--- src/fpalu_pkg.sv ---
// Shared types, constants and helpers for the single-precision ALU.
package fpalu_pkg;

    localparam int unsigned WORD_W  = 32;
    localparam int unsigned CMD_W   = 3;
    localparam logic [31:0] CANON_NAN = 32'h7FC0_0000;

    typedef enum logic [2:0] {
        CMD_ADD = 3'd0,
        CMD_SUB = 3'd1,
        CMD_MUL = 3'd2,
        CMD_NEG = 3'd3,
        CMD_GT  = 3'd4,
        CMD_SHR = 3'd5
    } cmd_t;

    // Unpacked operand classification.
    typedef struct packed {
        logic       sign;
        logic [9:0] exp;
        logic [23:0] mant;
        logic       is_nan;
        logic       is_inf;
        logic       is_zero;
    } unp_t;

    function automatic unp_t unpack(input logic [31:0] w);
        unp_t u;
        u.sign    = w[31];
        u.exp     = (w[30:23] == 8'd0) ? 10'd1 : {2'b00, w[30:23]};
        u.mant    = {(w[30:23] != 8'd0), w[22:0]};
        u.is_nan  = (w[30:23] == 8'hFF) && (w[22:0] != 23'd0);
        u.is_inf  = (w[30:23] == 8'hFF) && (w[22:0] == 23'd0);
        u.is_zero = (w[30:0] == 31'd0);
        return u;
    endfunction

    // Count of leading zeros in a 28-bit word.
    function automatic logic [4:0] lzc28(input logic [27:0] v);
        logic [4:0] n;
        logic       found;
        n = 5'd28;
        found = 1'b0;
        for (int i = 27; i >= 0; i--) begin
            if (!found && v[i]) begin
                n = 5'(27 - i);
                found = 1'b1;
            end
        end
        return n;
    endfunction

    function automatic logic [5:0] lzc48(input logic [47:0] v);
        logic [5:0] n;
        logic       found;
        n = 6'd48;
        found = 1'b0;
        for (int i = 47; i >= 0; i--) begin
            if (!found && v[i]) begin
                n = 6'(47 - i);
                found = 1'b1;
            end
        end
        return n;
    endfunction

endpackage

--- src/fpalu_round.sv ---
// Final normalise-and-round stage body: takes a normalised significand and packs it.
module fpalu_round
    import fpalu_pkg::*;
(
    input  logic               sign,
    input  logic signed [11:0] exp_in,
    input  logic [26:0]        sig,
    output logic [31:0]        word
);
    // sig: bit 26 is the leading one (unless zero), bits 2:0 guard, round and sticky.
    logic signed [11:0] e;
    logic [5:0]         dsh;
    logic [26:0]        s2;
    logic               st;
    logic [24:0]        rnd;
    logic               inc;
    logic [7:0]         ef;

    always_comb
    begin
        e   = exp_in;
        s2  = sig;
        st  = 1'b0;
        dsh = 6'd0;
        if (e < 12'sd1) begin
            dsh = (e < -12'sd26) ? 6'd27 : 6'(12'sd1 - e);
            st  = |(sig & ((27'd1 << dsh) - 27'd1));
            s2  = sig >> dsh;
            e   = 12'sd0;
        end
        inc = s2[2] && (s2[1] || s2[0] || st || s2[3]);
        rnd = {1'b0, s2[26:3]} + {24'd0, inc};
        if (rnd[24]) begin
            e   = e + 12'sd1;
            rnd = rnd >> 1;
        end else if (e <= 12'sd1) begin
            // At the bottom of the range the exponent field is zero unless the hidden bit is set.
            e = rnd[23] ? 12'sd1 : 12'sd0;
        end
        ef = e[7:0];
        if (e >= 12'sd255)
            word = {sign, 8'hFF, 23'd0};
        else
            word = {sign, ef, rnd[22:0]};
    end
endmodule

--- src/fp32_alu.sv ---
// Top level of the pipelined single-precision floating-point ALU.
//
// One input channel carries an item of cmd, operand_a and operand_b; one
// output channel returns result_word. Both use a valid and ready handshake.
// Add, subtract, multiply and negate follow IEEE-754 binary32 with
// round-to-nearest-even and subnormals; every NaN result comes back as the
// canonical quiet NaN. Greater is an ordered compare giving 1 or 0, and
// shift right is logical, giving 0 for amounts of 32 or more. Unused codes
// give 0.
// The datapath has four register stages: operand alignment or the product,
// the add and normalisation count, the normalising shift, and rounding with
// an output register. One item is accepted in every cycle in which the
// output slot is free or its result is being taken.
// When the receiver stalls, all stages hold together: in_ready follows
// out_ready or an empty output slot, so nothing is lost or repeated, and
// the whole pipeline, bubbles included, stays frozen while the output waits.
// Reset clears every valid bit; the payload registers are not reset.
module fp32_alu
    import fpalu_pkg::*;
(
    input  logic         clk,
    input  logic         rst_n,
    input  logic         in_valid,
    output logic         in_ready,
    input  logic [2:0]   cmd,
    input  logic [31:0]  operand_a,
    input  logic [31:0]  operand_b,
    output logic         out_valid,
    input  logic         out_ready,
    output logic [31:0]  result_word
);
    // Per-stage payload.
    typedef struct packed {
        logic               special;     // result fully known
        logic [31:0]        sword;
        logic               is_mul;
        logic               sign;
        logic signed [11:0] exp;
        logic [47:0]        mag;         // product, or aligned addends
        logic [27:0]        addb;
        logic               sub;
    } st_t;

    logic v1_reg, v2_reg, v3_reg, v4_reg;
    st_t  s1_reg, s1_next, s2_reg, s2_next, s3_reg, s3_next;
    logic [31:0] r4_reg, r4_next;
    logic [5:0]  lz2_reg;
    logic        adv;

    // The whole pipe moves when the last slot is free or being taken.
    assign adv       = !v4_reg || out_ready;
    assign in_ready  = adv;
    assign out_valid = v4_reg;
    assign result_word = r4_reg;

    // Stage 1: classify, handle specials, align or multiply.
    unp_t ua, ub;
    logic bs;
    always_comb
    begin
        logic        eff_sub, swap;
        logic [9:0]  d;
        logic [27:0] mb, sh;
        logic        stk;
        logic [31:0] bb;
        unp_t        x, y;
        s1_next = '0;
        bb = (cmd == CMD_NEG) ? 32'hBF80_0000 : operand_b;
        ua = unpack(operand_a);
        ub = unpack(bb);
        bs = (cmd == CMD_SUB) ? ~ub.sign : ub.sign;
        eff_sub = 1'b0; swap = 1'b0; d = '0; mb = '0; sh = '0; stk = 1'b0;
        x = ua; y = ub;
        case (cmd)
            CMD_ADD, CMD_SUB:
            begin
                if (ua.is_nan || ub.is_nan || (ua.is_inf && ub.is_inf && ua.sign != bs)) begin
                    s1_next.special = 1'b1; s1_next.sword = CANON_NAN;
                end else if (ua.is_inf) begin
                    s1_next.special = 1'b1; s1_next.sword = {ua.sign, 8'hFF, 23'd0};
                end else if (ub.is_inf) begin
                    s1_next.special = 1'b1; s1_next.sword = {bs, 8'hFF, 23'd0};
                end else if (ua.is_zero && ub.is_zero) begin
                    s1_next.special = 1'b1; s1_next.sword = {ua.sign & bs, 31'd0};
                end else begin
                    x = ua; y = ub; y.sign = bs;
                    swap = {ub.exp, ub.mant} > {ua.exp, ua.mant};
                    if (swap) begin x = y; y = ua; end
                    eff_sub = x.sign != y.sign;
                    d  = x.exp - y.exp;
                    mb = {1'b0, y.mant, 3'b000};
                    if (d > 10'd27) begin
                        sh = '0; stk = |y.mant;
                    end else begin
                        sh  = mb >> d[4:0];
                        stk = |(mb & ((28'd1 << d[4:0]) - 28'd1));
                    end
                    s1_next.sign = x.sign;
                    s1_next.exp  = 12'(signed'({2'b00, x.exp}));
                    s1_next.mag  = {20'd0, 1'b0, x.mant, 3'b000};
                    s1_next.addb = {sh[27:1], sh[0] | stk};
                    s1_next.sub  = eff_sub;
                end
            end
            CMD_MUL, CMD_NEG:
            begin
                s1_next.is_mul = 1'b1;
                s1_next.sign = ua.sign ^ ub.sign;
                if (ua.is_nan || ub.is_nan || (ua.is_inf && ub.is_zero) ||
                    (ub.is_inf && ua.is_zero)) begin
                    s1_next.special = 1'b1; s1_next.sword = CANON_NAN;
                end else if (ua.is_inf || ub.is_inf) begin
                    s1_next.special = 1'b1; s1_next.sword = {ua.sign ^ ub.sign, 8'hFF, 23'd0};
                end else begin
                    s1_next.exp = 12'(signed'({2'b00, ua.exp})) +
                                  12'(signed'({2'b00, ub.exp})) - 12'sd126;
                    s1_next.mag = ua.mant * ub.mant;
                end
            end
            CMD_GT:
            begin
                s1_next.special = 1'b1;
                if (ua.is_nan || ub.is_nan || (ua.is_zero && ub.is_zero))
                    s1_next.sword = 32'd0;
                else if (!operand_a[31] && !bb[31])
                    s1_next.sword = {31'd0, operand_a[30:0] > bb[30:0]};
                else if (operand_a[31] && bb[31])
                    s1_next.sword = {31'd0, operand_a[30:0] < bb[30:0]};
                else
                    s1_next.sword = {31'd0, !operand_a[31]};
            end
            CMD_SHR:
            begin
                s1_next.special = 1'b1;
                s1_next.sword = (operand_b[31:5] != 27'd0) ? 32'd0 :
                                (operand_a >> operand_b[4:0]);
            end
            default:
            begin
                s1_next.special = 1'b1;
                s1_next.sword = 32'd0;
            end
        endcase
    end

    // Stage 2: add or subtract; count leading zeros.
    logic [5:0] lz_next;
    always_comb
    begin
        logic [27:0] sum;
        s2_next = s1_reg;
        sum = '0;
        if (!s1_reg.is_mul) begin
            sum = s1_reg.sub ? (s1_reg.mag[27:0] - s1_reg.addb)
                             : (s1_reg.mag[27:0] + s1_reg.addb);
            s2_next.mag = {sum, 20'd0};
            s2_next.exp = s1_reg.exp + 12'sd1;
        end
        lz_next = lzc48(s2_next.mag);
    end

    // Stage 3: normalising shift, limited so that it never takes the exponent below 1.
    always_comb
    begin
        logic [5:0]         lz;
        logic signed [11:0] room;
        logic [47:0]        m;
        s3_next = s2_reg;
        lz   = lz2_reg;
        room = s2_reg.exp - 12'sd1;
        if (room < 12'sd0)
            lz = 6'd0;
        else if (12'(signed'({6'd0, lz})) > room)
            lz = room[5:0];
        m = s2_reg.mag << lz;
        s3_next.mag = m;
        s3_next.exp = s2_reg.exp - 12'(signed'({6'd0, lz}));
        if (s2_reg.mag == 48'd0)
            s3_next.exp = 12'sd0;
    end

    // Stage 4: round and pack.
    logic [31:0] rw;
    logic        zr;
    fpalu_round u_round (
        .sign   (s3_reg.sign),
        .exp_in (s3_reg.exp),
        .sig    ({s3_reg.mag[47:22], |s3_reg.mag[21:0]}),
        .word   (rw)
    );
    always_comb
    begin
        zr = (s3_reg.mag == 48'd0);
        if (s3_reg.special)
            r4_next = s3_reg.sword;
        else if (zr)
            r4_next = {s3_reg.is_mul ? s3_reg.sign : 1'b0, 31'd0};
        else
            r4_next = rw;
    end

    always_ff @(posedge clk or negedge rst_n)
    begin
        if (!rst_n) begin
            v1_reg <= 1'b0; v2_reg <= 1'b0; v3_reg <= 1'b0; v4_reg <= 1'b0;
        end else if (adv) begin
            v1_reg <= in_valid;
            v2_reg <= v1_reg;
            v3_reg <= v2_reg;
            v4_reg <= v3_reg;
        end
    end

    always_ff @(posedge clk)
    begin
        if (adv) begin
            s1_reg  <= s1_next;
            s2_reg  <= s2_next;
            lz2_reg <= lz_next;
            s3_reg  <= s3_next;
            r4_reg  <= r4_next;
        end
    end
endmodule
--- config.mk ---
export PLATFORM = sky130hd
export DESIGN_NAME = fp32_alu
export DESIGN_NICKNAME = d
export VERILOG_FILES = /design/src/fpalu_pkg.sv /design/src/fpalu_round.sv /design/src/fp32_alu.sv
export SDC_FILE = /design/constraint.sdc
export NUM_CORES = 2
export LEC_CHECK = 0
export ABC_AREA = 1
export BUFFER_PORTS_ARGS = -buffer_cell sky130_fd_sc_hd__buf_2
export CORE_MARGIN = 2
export CORE_UTILIZATION = 60
export DETAILED_ROUTE_END_ITERATION = 8
export PLACE_DENSITY = 0.75
export SYNTH_ARGS = -nofsm -noshare
export SYNTH_HDL_FRONTEND = slang
export SYNTH_SLANG_ARGS = --single-unit
--- constraint.sdc ---
create_clock -name clk -period 10.3 [get_ports clk]
set_input_delay 1.03 -clock clk [delete_from_list [all_inputs] [get_ports clk]]
set_output_delay 1.03 -clock clk [all_outputs]
set_load 0.02 [all_outputs]
Yosys cells after proc, flatten, opt, wreduce, memory -nomap -nowiden

Index checks and enable logic that the tools add are counted.

Flip-flop bits (word level): 356
Latch bits: 0
Bits in writable memories: 0
ROM bits: 0
Input port bits: 71
Logic and storage cells: 377
Memories kept: 0

$add $sub $neg: 13
$mul: 1
Div/mod/pow operators: 0
Magnitude comparators: 10
Eq/ne operators: 9
Shifts and indexed selects: 6
Mux-type cells: 157
Bitwise logic cells: 7
Reductions and logical operators: 144

Operator list:

| operator            | count |
|---|---|
| $mux W38            | 12 |
| $mux W90            | 4 |
| $mux W6             | 35 |
| $mux W33            | 6 |
| $mux W28            | 7 |
| $mux W60            | 3 |
| $pmux W33 S4        | 1 |
| $mux W32            | 4 |
| $pmux W61 S2        | 1 |
| $logic_not A48 Y1   | 2 |
| $logic_not A31 Y1   | 2 |
| $mux W1             | 62 |
| $logic_and A1 B1 Y1 | 59 |
| $logic_not A1 Y1    | 50 |
| $mul A24 B24 Y48    | 1 |
| $shl A48 B6 Y48     | 1 |
| $logic_not A23 Y1   | 2 |
| $reduce_bool A23 Y1 | 2 |
| $mux W12            | 3 |
| $gt A32 B32 Y1      | 1 |
| $mux W4             | 8 |
| $shr A32 B5 Y32     | 1 |
| $gt A31 B31 Y1      | 1 |
| $lt A31 B31 Y1      | 1 |
| 54 further kinds    | 78 |

Longest topological paths before layout

Depth after elaboration: 145
Depth in mapped cells: 54
Gate-level depth less buffers: 51

By module

From an unflattened synthesis, not the netlist that was laid out.

Cell total of the unflattened synthesis: 6401
Area, all modules: 47954.7 µm²

Modules (own cells, without submodules):

| module      | times used | cells each | area each (µm²) |
|---|---|---|---|
| fp32_alu    | 1          | 5486       | 43519.2 |
| fpalu_round | 1          | 915        | 4435.5 |

Worst setup path after synthesis

Ideal clock, no wire load.

Path type: in2reg
From: input port out_ready
To: register v1_reg
Data arrival time: 9716 ps
Data required time: 10194 ps
Setup slack: 478 ps
Stages on the path: 3
Buffers on the path: 0
Cell sequence: inv_1 > nand2_1 > mux2_2

Cells in the longest elaborated chain, start to end: 1

RTL lines:

| element                | line            | text |
|---|---|---|
| start: declaration     | fp32_alu.sv:29  | `input logic out_ready,` |
| $logic_or A1 B1 Y1     | fp32_alu.sv:51  | `assign adv = !v4_reg \|\| out_ready;` |
| net in_ready           | fp32_alu.sv:24  | `output logic in_ready,` |
| end signal: assignment | fp32_alu.sv:207 | `v1_reg <= in_valid;` |
| end: declaration       | fp32_alu.sv:44  | `logic v1_reg, v2_reg, v3_reg, v4_reg;` |

The timed path passes the listed nets, and every way through them passes these cells.
A chain may end at the register's enable or synchronous reset.

Worst setup path in the final report

From: input port cmd[1]
To: register s1_reg[73] (netlist bit), data pin

Cells in the longest elaborated chain, start to end: 9
Elaborated cells on any way between the ends: 33
Those cells by class: mul (1); eq/ne (5); mux (8); bitwise (1); reduce/logical (18)

RTL lines:

| element                                                                  | line            | text |
|---|---|---|
| start: declaration                                                       | fp32_alu.sv:25  | `input logic [2:0] cmd,` |
| parallel branches: the longest is 8 deep, another holds $mul A24 B24 Y48 | n/a             |  |
| $pmux W61 S2 (*)                                                         | fp32_alu.sv:74  | `case (cmd)` |
| end signal: assignment                                                   | fp32_alu.sv:217 | `s1_reg <= s1_next;` |
| end: declaration                                                         | fp32_alu.sv:45  | `st_t s1_reg, s1_next, s2_reg, s2_next, s3_reg, s3_next;` |

Mark *: on every way between the ends.

==> run summary <==
* **outcome** finished, final reports clean
* **half-perimeter wire length of the detailed placement result** 122000 µm
* **total wirelength of the detailed-routed design** 152000 µm
* **biggest area consumer among synthesized cells** edfxtp_1
* **per-instance average area after synthesis** 7.60 µm²
* **area taken by multi-input logic gates** 31100 µm²
* **floorplan row count** 102
* **growth of design area from synthesis to finish** 6.64%
* **Std-Cell Core Area** 77600 µm²
* **gate count of the mapped netlist** 6193
* **ratio of routed vias to standard cells** 5.83
* **top cells by area, synth** edfxtp_1 (22%), fa_1 (21%), nand2_1 (11%), inv_1 (8.8%), ha_1 (8.8%)
* **CTS clk-pin slew, worst paths** 0.06 ns
* **final critical delay including setup and external delays** 9.62 ns
* **Yosys cell types** 80
* **violation count after the first detailed-route iteration** 4278
* **Die Ht** 284 µm
* **post-synthesis instance area** 47100 µm²
* **number of buffers created by CTS** 38
* **number of antenna violations at the first check in global routing** 5
* **Worst Slack Setup Final** 0.683 ns
* **worst-path maximum fanout** 11
* **WHS** 0.270 ns
* **number of hold violations in the final report** 0
* **Synth top area share** 22.3%
* **final global-route overflow total** 0
* **Worst Setup Path Type** in -> reg
* **RePlAce Congestion** 1.03
* **count of buffers inserted at the top-level ports** 104
* **share of synthesized registers carrying an async set or reset** 1.13%
* **R2R Path Start** s1_reg[0]
* **first-pass iteration count of the detailed router** 9
* **Critical-path top delay cell** fa_1
* **setup violators final** 0
* **Wirelength per Cell** 20.9 µm
* **H-Tree Level Count** 2
* **Final Net Count** 7099
* **Initial Util** 60.7%
* **insertion delay of the later-clocked pin in the worst-skew pair** 0.56 ns
* **floorplan die width** 284 µm
* **Num Clock Sinks** 353
* **crit share post-route** 93.4%
* **flip-flop count of the largest register after layout** 121
* **Worst Max-Slew Pin Slew** 1.13 ns
* **buffers from clock root to sink, at most** 3
* **Post-CTS Hold Buffers** 0
* **total via count in the routed design** 42400
* **fin. max-slew vios** 0
* **setup_tns** 0 ns
* **unrepaired setup endpoints after global routing** no
* **total die area** 80700 µm²
* **first-pass GRT wire length** 234000 µm
* **via count of the first global-routing pass** 41700
* **flip-flop cell with the highest count after synthesis** edfxtp_1
* **fraction of final layout cells with drive strength greater than 1** 7.50%
* **clock tree root driver cell** clkbuf_16
* **data arrival time of the critical path** 9.92 ns
* **number of nets produced by synthesis** 7079
* **total of flip-flops plus latches after synthesis** 353
* **utilization of the core after routing** 64.7%
* **Reg area** 10600 µm²
* **critical path data required time** 10.61 ns
* **cell occurring most often along the worst timing path** nand2_1
* **remaining antenna violation count** 0
* **Critical Path Sink Type** flop
* **largest net degree at the start of global routing** 94
* **setup slack at placement** 0.215 ns
* **count of filler cells inserted in the layout** 6900
* **CP Launch Type** input pin
* **number of placed I/O pins** 105
* **total routing usage reported by global routing** 37.5%
* **reported max-cap violation count** 0
* **critical path's largest stage delay** 0.55 ns
* **number of remaining DRC errors** 0
* **worst hold-check path type** in -> async
* **CP Launch Point** cmd[1]
* **Yosys Warn Count** 0
* **sequential share of the synthesized area** 22.5%
* **CTS tree** yes
* **fmax** 104 MHz
* **number of synthesized flops with an enable pin** 349
* **worst max-slew margin expressed relative to the limit** 23.8%
* **clock skew** 0.0244 ns
-- cells in the final DEF (no fill, tap or decap), drive strengths merged, types with 5 or more instances in the layout --
master,count
a211oi,15
a21boi,9
a21oi,198
a31oi,26
and3,5
buf,252
bufinv,6
clkbuf,46
clkinv,30
clkinvlp,5
diode,5
edfxtp,349
fa,485
ha,330
inv,1123
mux2i,41
nand2,1400
nand3,159
nand4,71
nor2,629
nor3,59
nor4,55
o2111ai,22
o211ai,40
o21a,12
o21ai,603
o21bai,11
o221ai,7
o22ai,48
o31ai,16
o41ai,5
or2,53
xnor2,19
xor2,55
-- critical path: cells and delay by family --
family                     cells  cell delay (ns)
adders and majority gates      8             3.52
AOI/OAI and AO/OA             15             2.66
and+or+nand+nor               17             1.66
buffers and inverters         10             1.05
-- what timing repair did --
item                       4_1_cts  5_1_grt
setup endpoints to repair        0        1
resized for setup                0        1
setup buffers                    0        3
-- path summary, 6_finish.rpt --
kind / to / slack (ns) / cells after the start
setup / recovery: s1_reg[73] / 0.68 / 50
hold / removal: out_valid / 0.27 / 1
setup reg to reg: lz2_reg[4] / 2.55 / 44
hold reg to reg: s3_reg[101] / 0.40 / 0
max in group asynchronous: v1_reg / 9.90 / 1
min in group clk: s3_reg[101] / 0.40 / 0
-- layer usage --
| metal | share of wire (%) | vias to the layer above | track usage, % |
|---|---|---|---|
| li1 | - | 19800 | - |
| met3 | 8.4 | 547 | 6.12 |
| met5 | 0.0085 | - | 0 |
| met1 | 37 | 20100 | 45.4 |
| met4 | 7.5 | 2 | 23.9 |
| met2 | 47 | 1995 | 62.6 |
-- cells by family after synthesis --
family,after synthesis,synth area share (%)
xor gates and xnor gates,74,1.38
and+or+nand+nor,2448,21.7
adders and majority gates,815,29.4
DFF,353,22.5
AOI/OAI and AO/OA,1044,12.5
muxes,43,0.920
buffers and inverters,1416,11.6
-- area by class of cell --
| cell class | instances | area share (%) |
|---|---|---|
| timing repair buffer | 252 | 3.25 |
| clock buffer | 46 | 1.95 |
| multi-input combinational | 4424 | 62.0 |
| antenna | 5 | 0.0249 |
| inverter | 1144 | 8.56 |
| sequential | 353 | 21.1 |
| tap | 1040 | 2.59 |
| clock inverter | 20 | 0.553 |
-- cells in the mapped netlist (55+ instances only) --
master,instances
a21oi_1,196
clkbuf_1,224
edfxtp_1,349
fa_1,485
ha_1,330
inv_1,1104
nand2_1,1388
nand3_1,154
nand4_1,65
nor2_1,604
nor3_1,56
o21ai_0,540
o21ai_1,56
xor2_1,55
-- stage by stage --
step / cells / area, µm²
finish: 7284 / 50200
global placement: 7210 / 48900
global route: 7282 / 50200
floorplan: 6193 / 47100
detailed placement: 7210 / 48900
CTS: 7276 / 50200
Power is not shown: default switching activity piles up to over one toggle a cycle in this logic, so the estimate is an artifact.
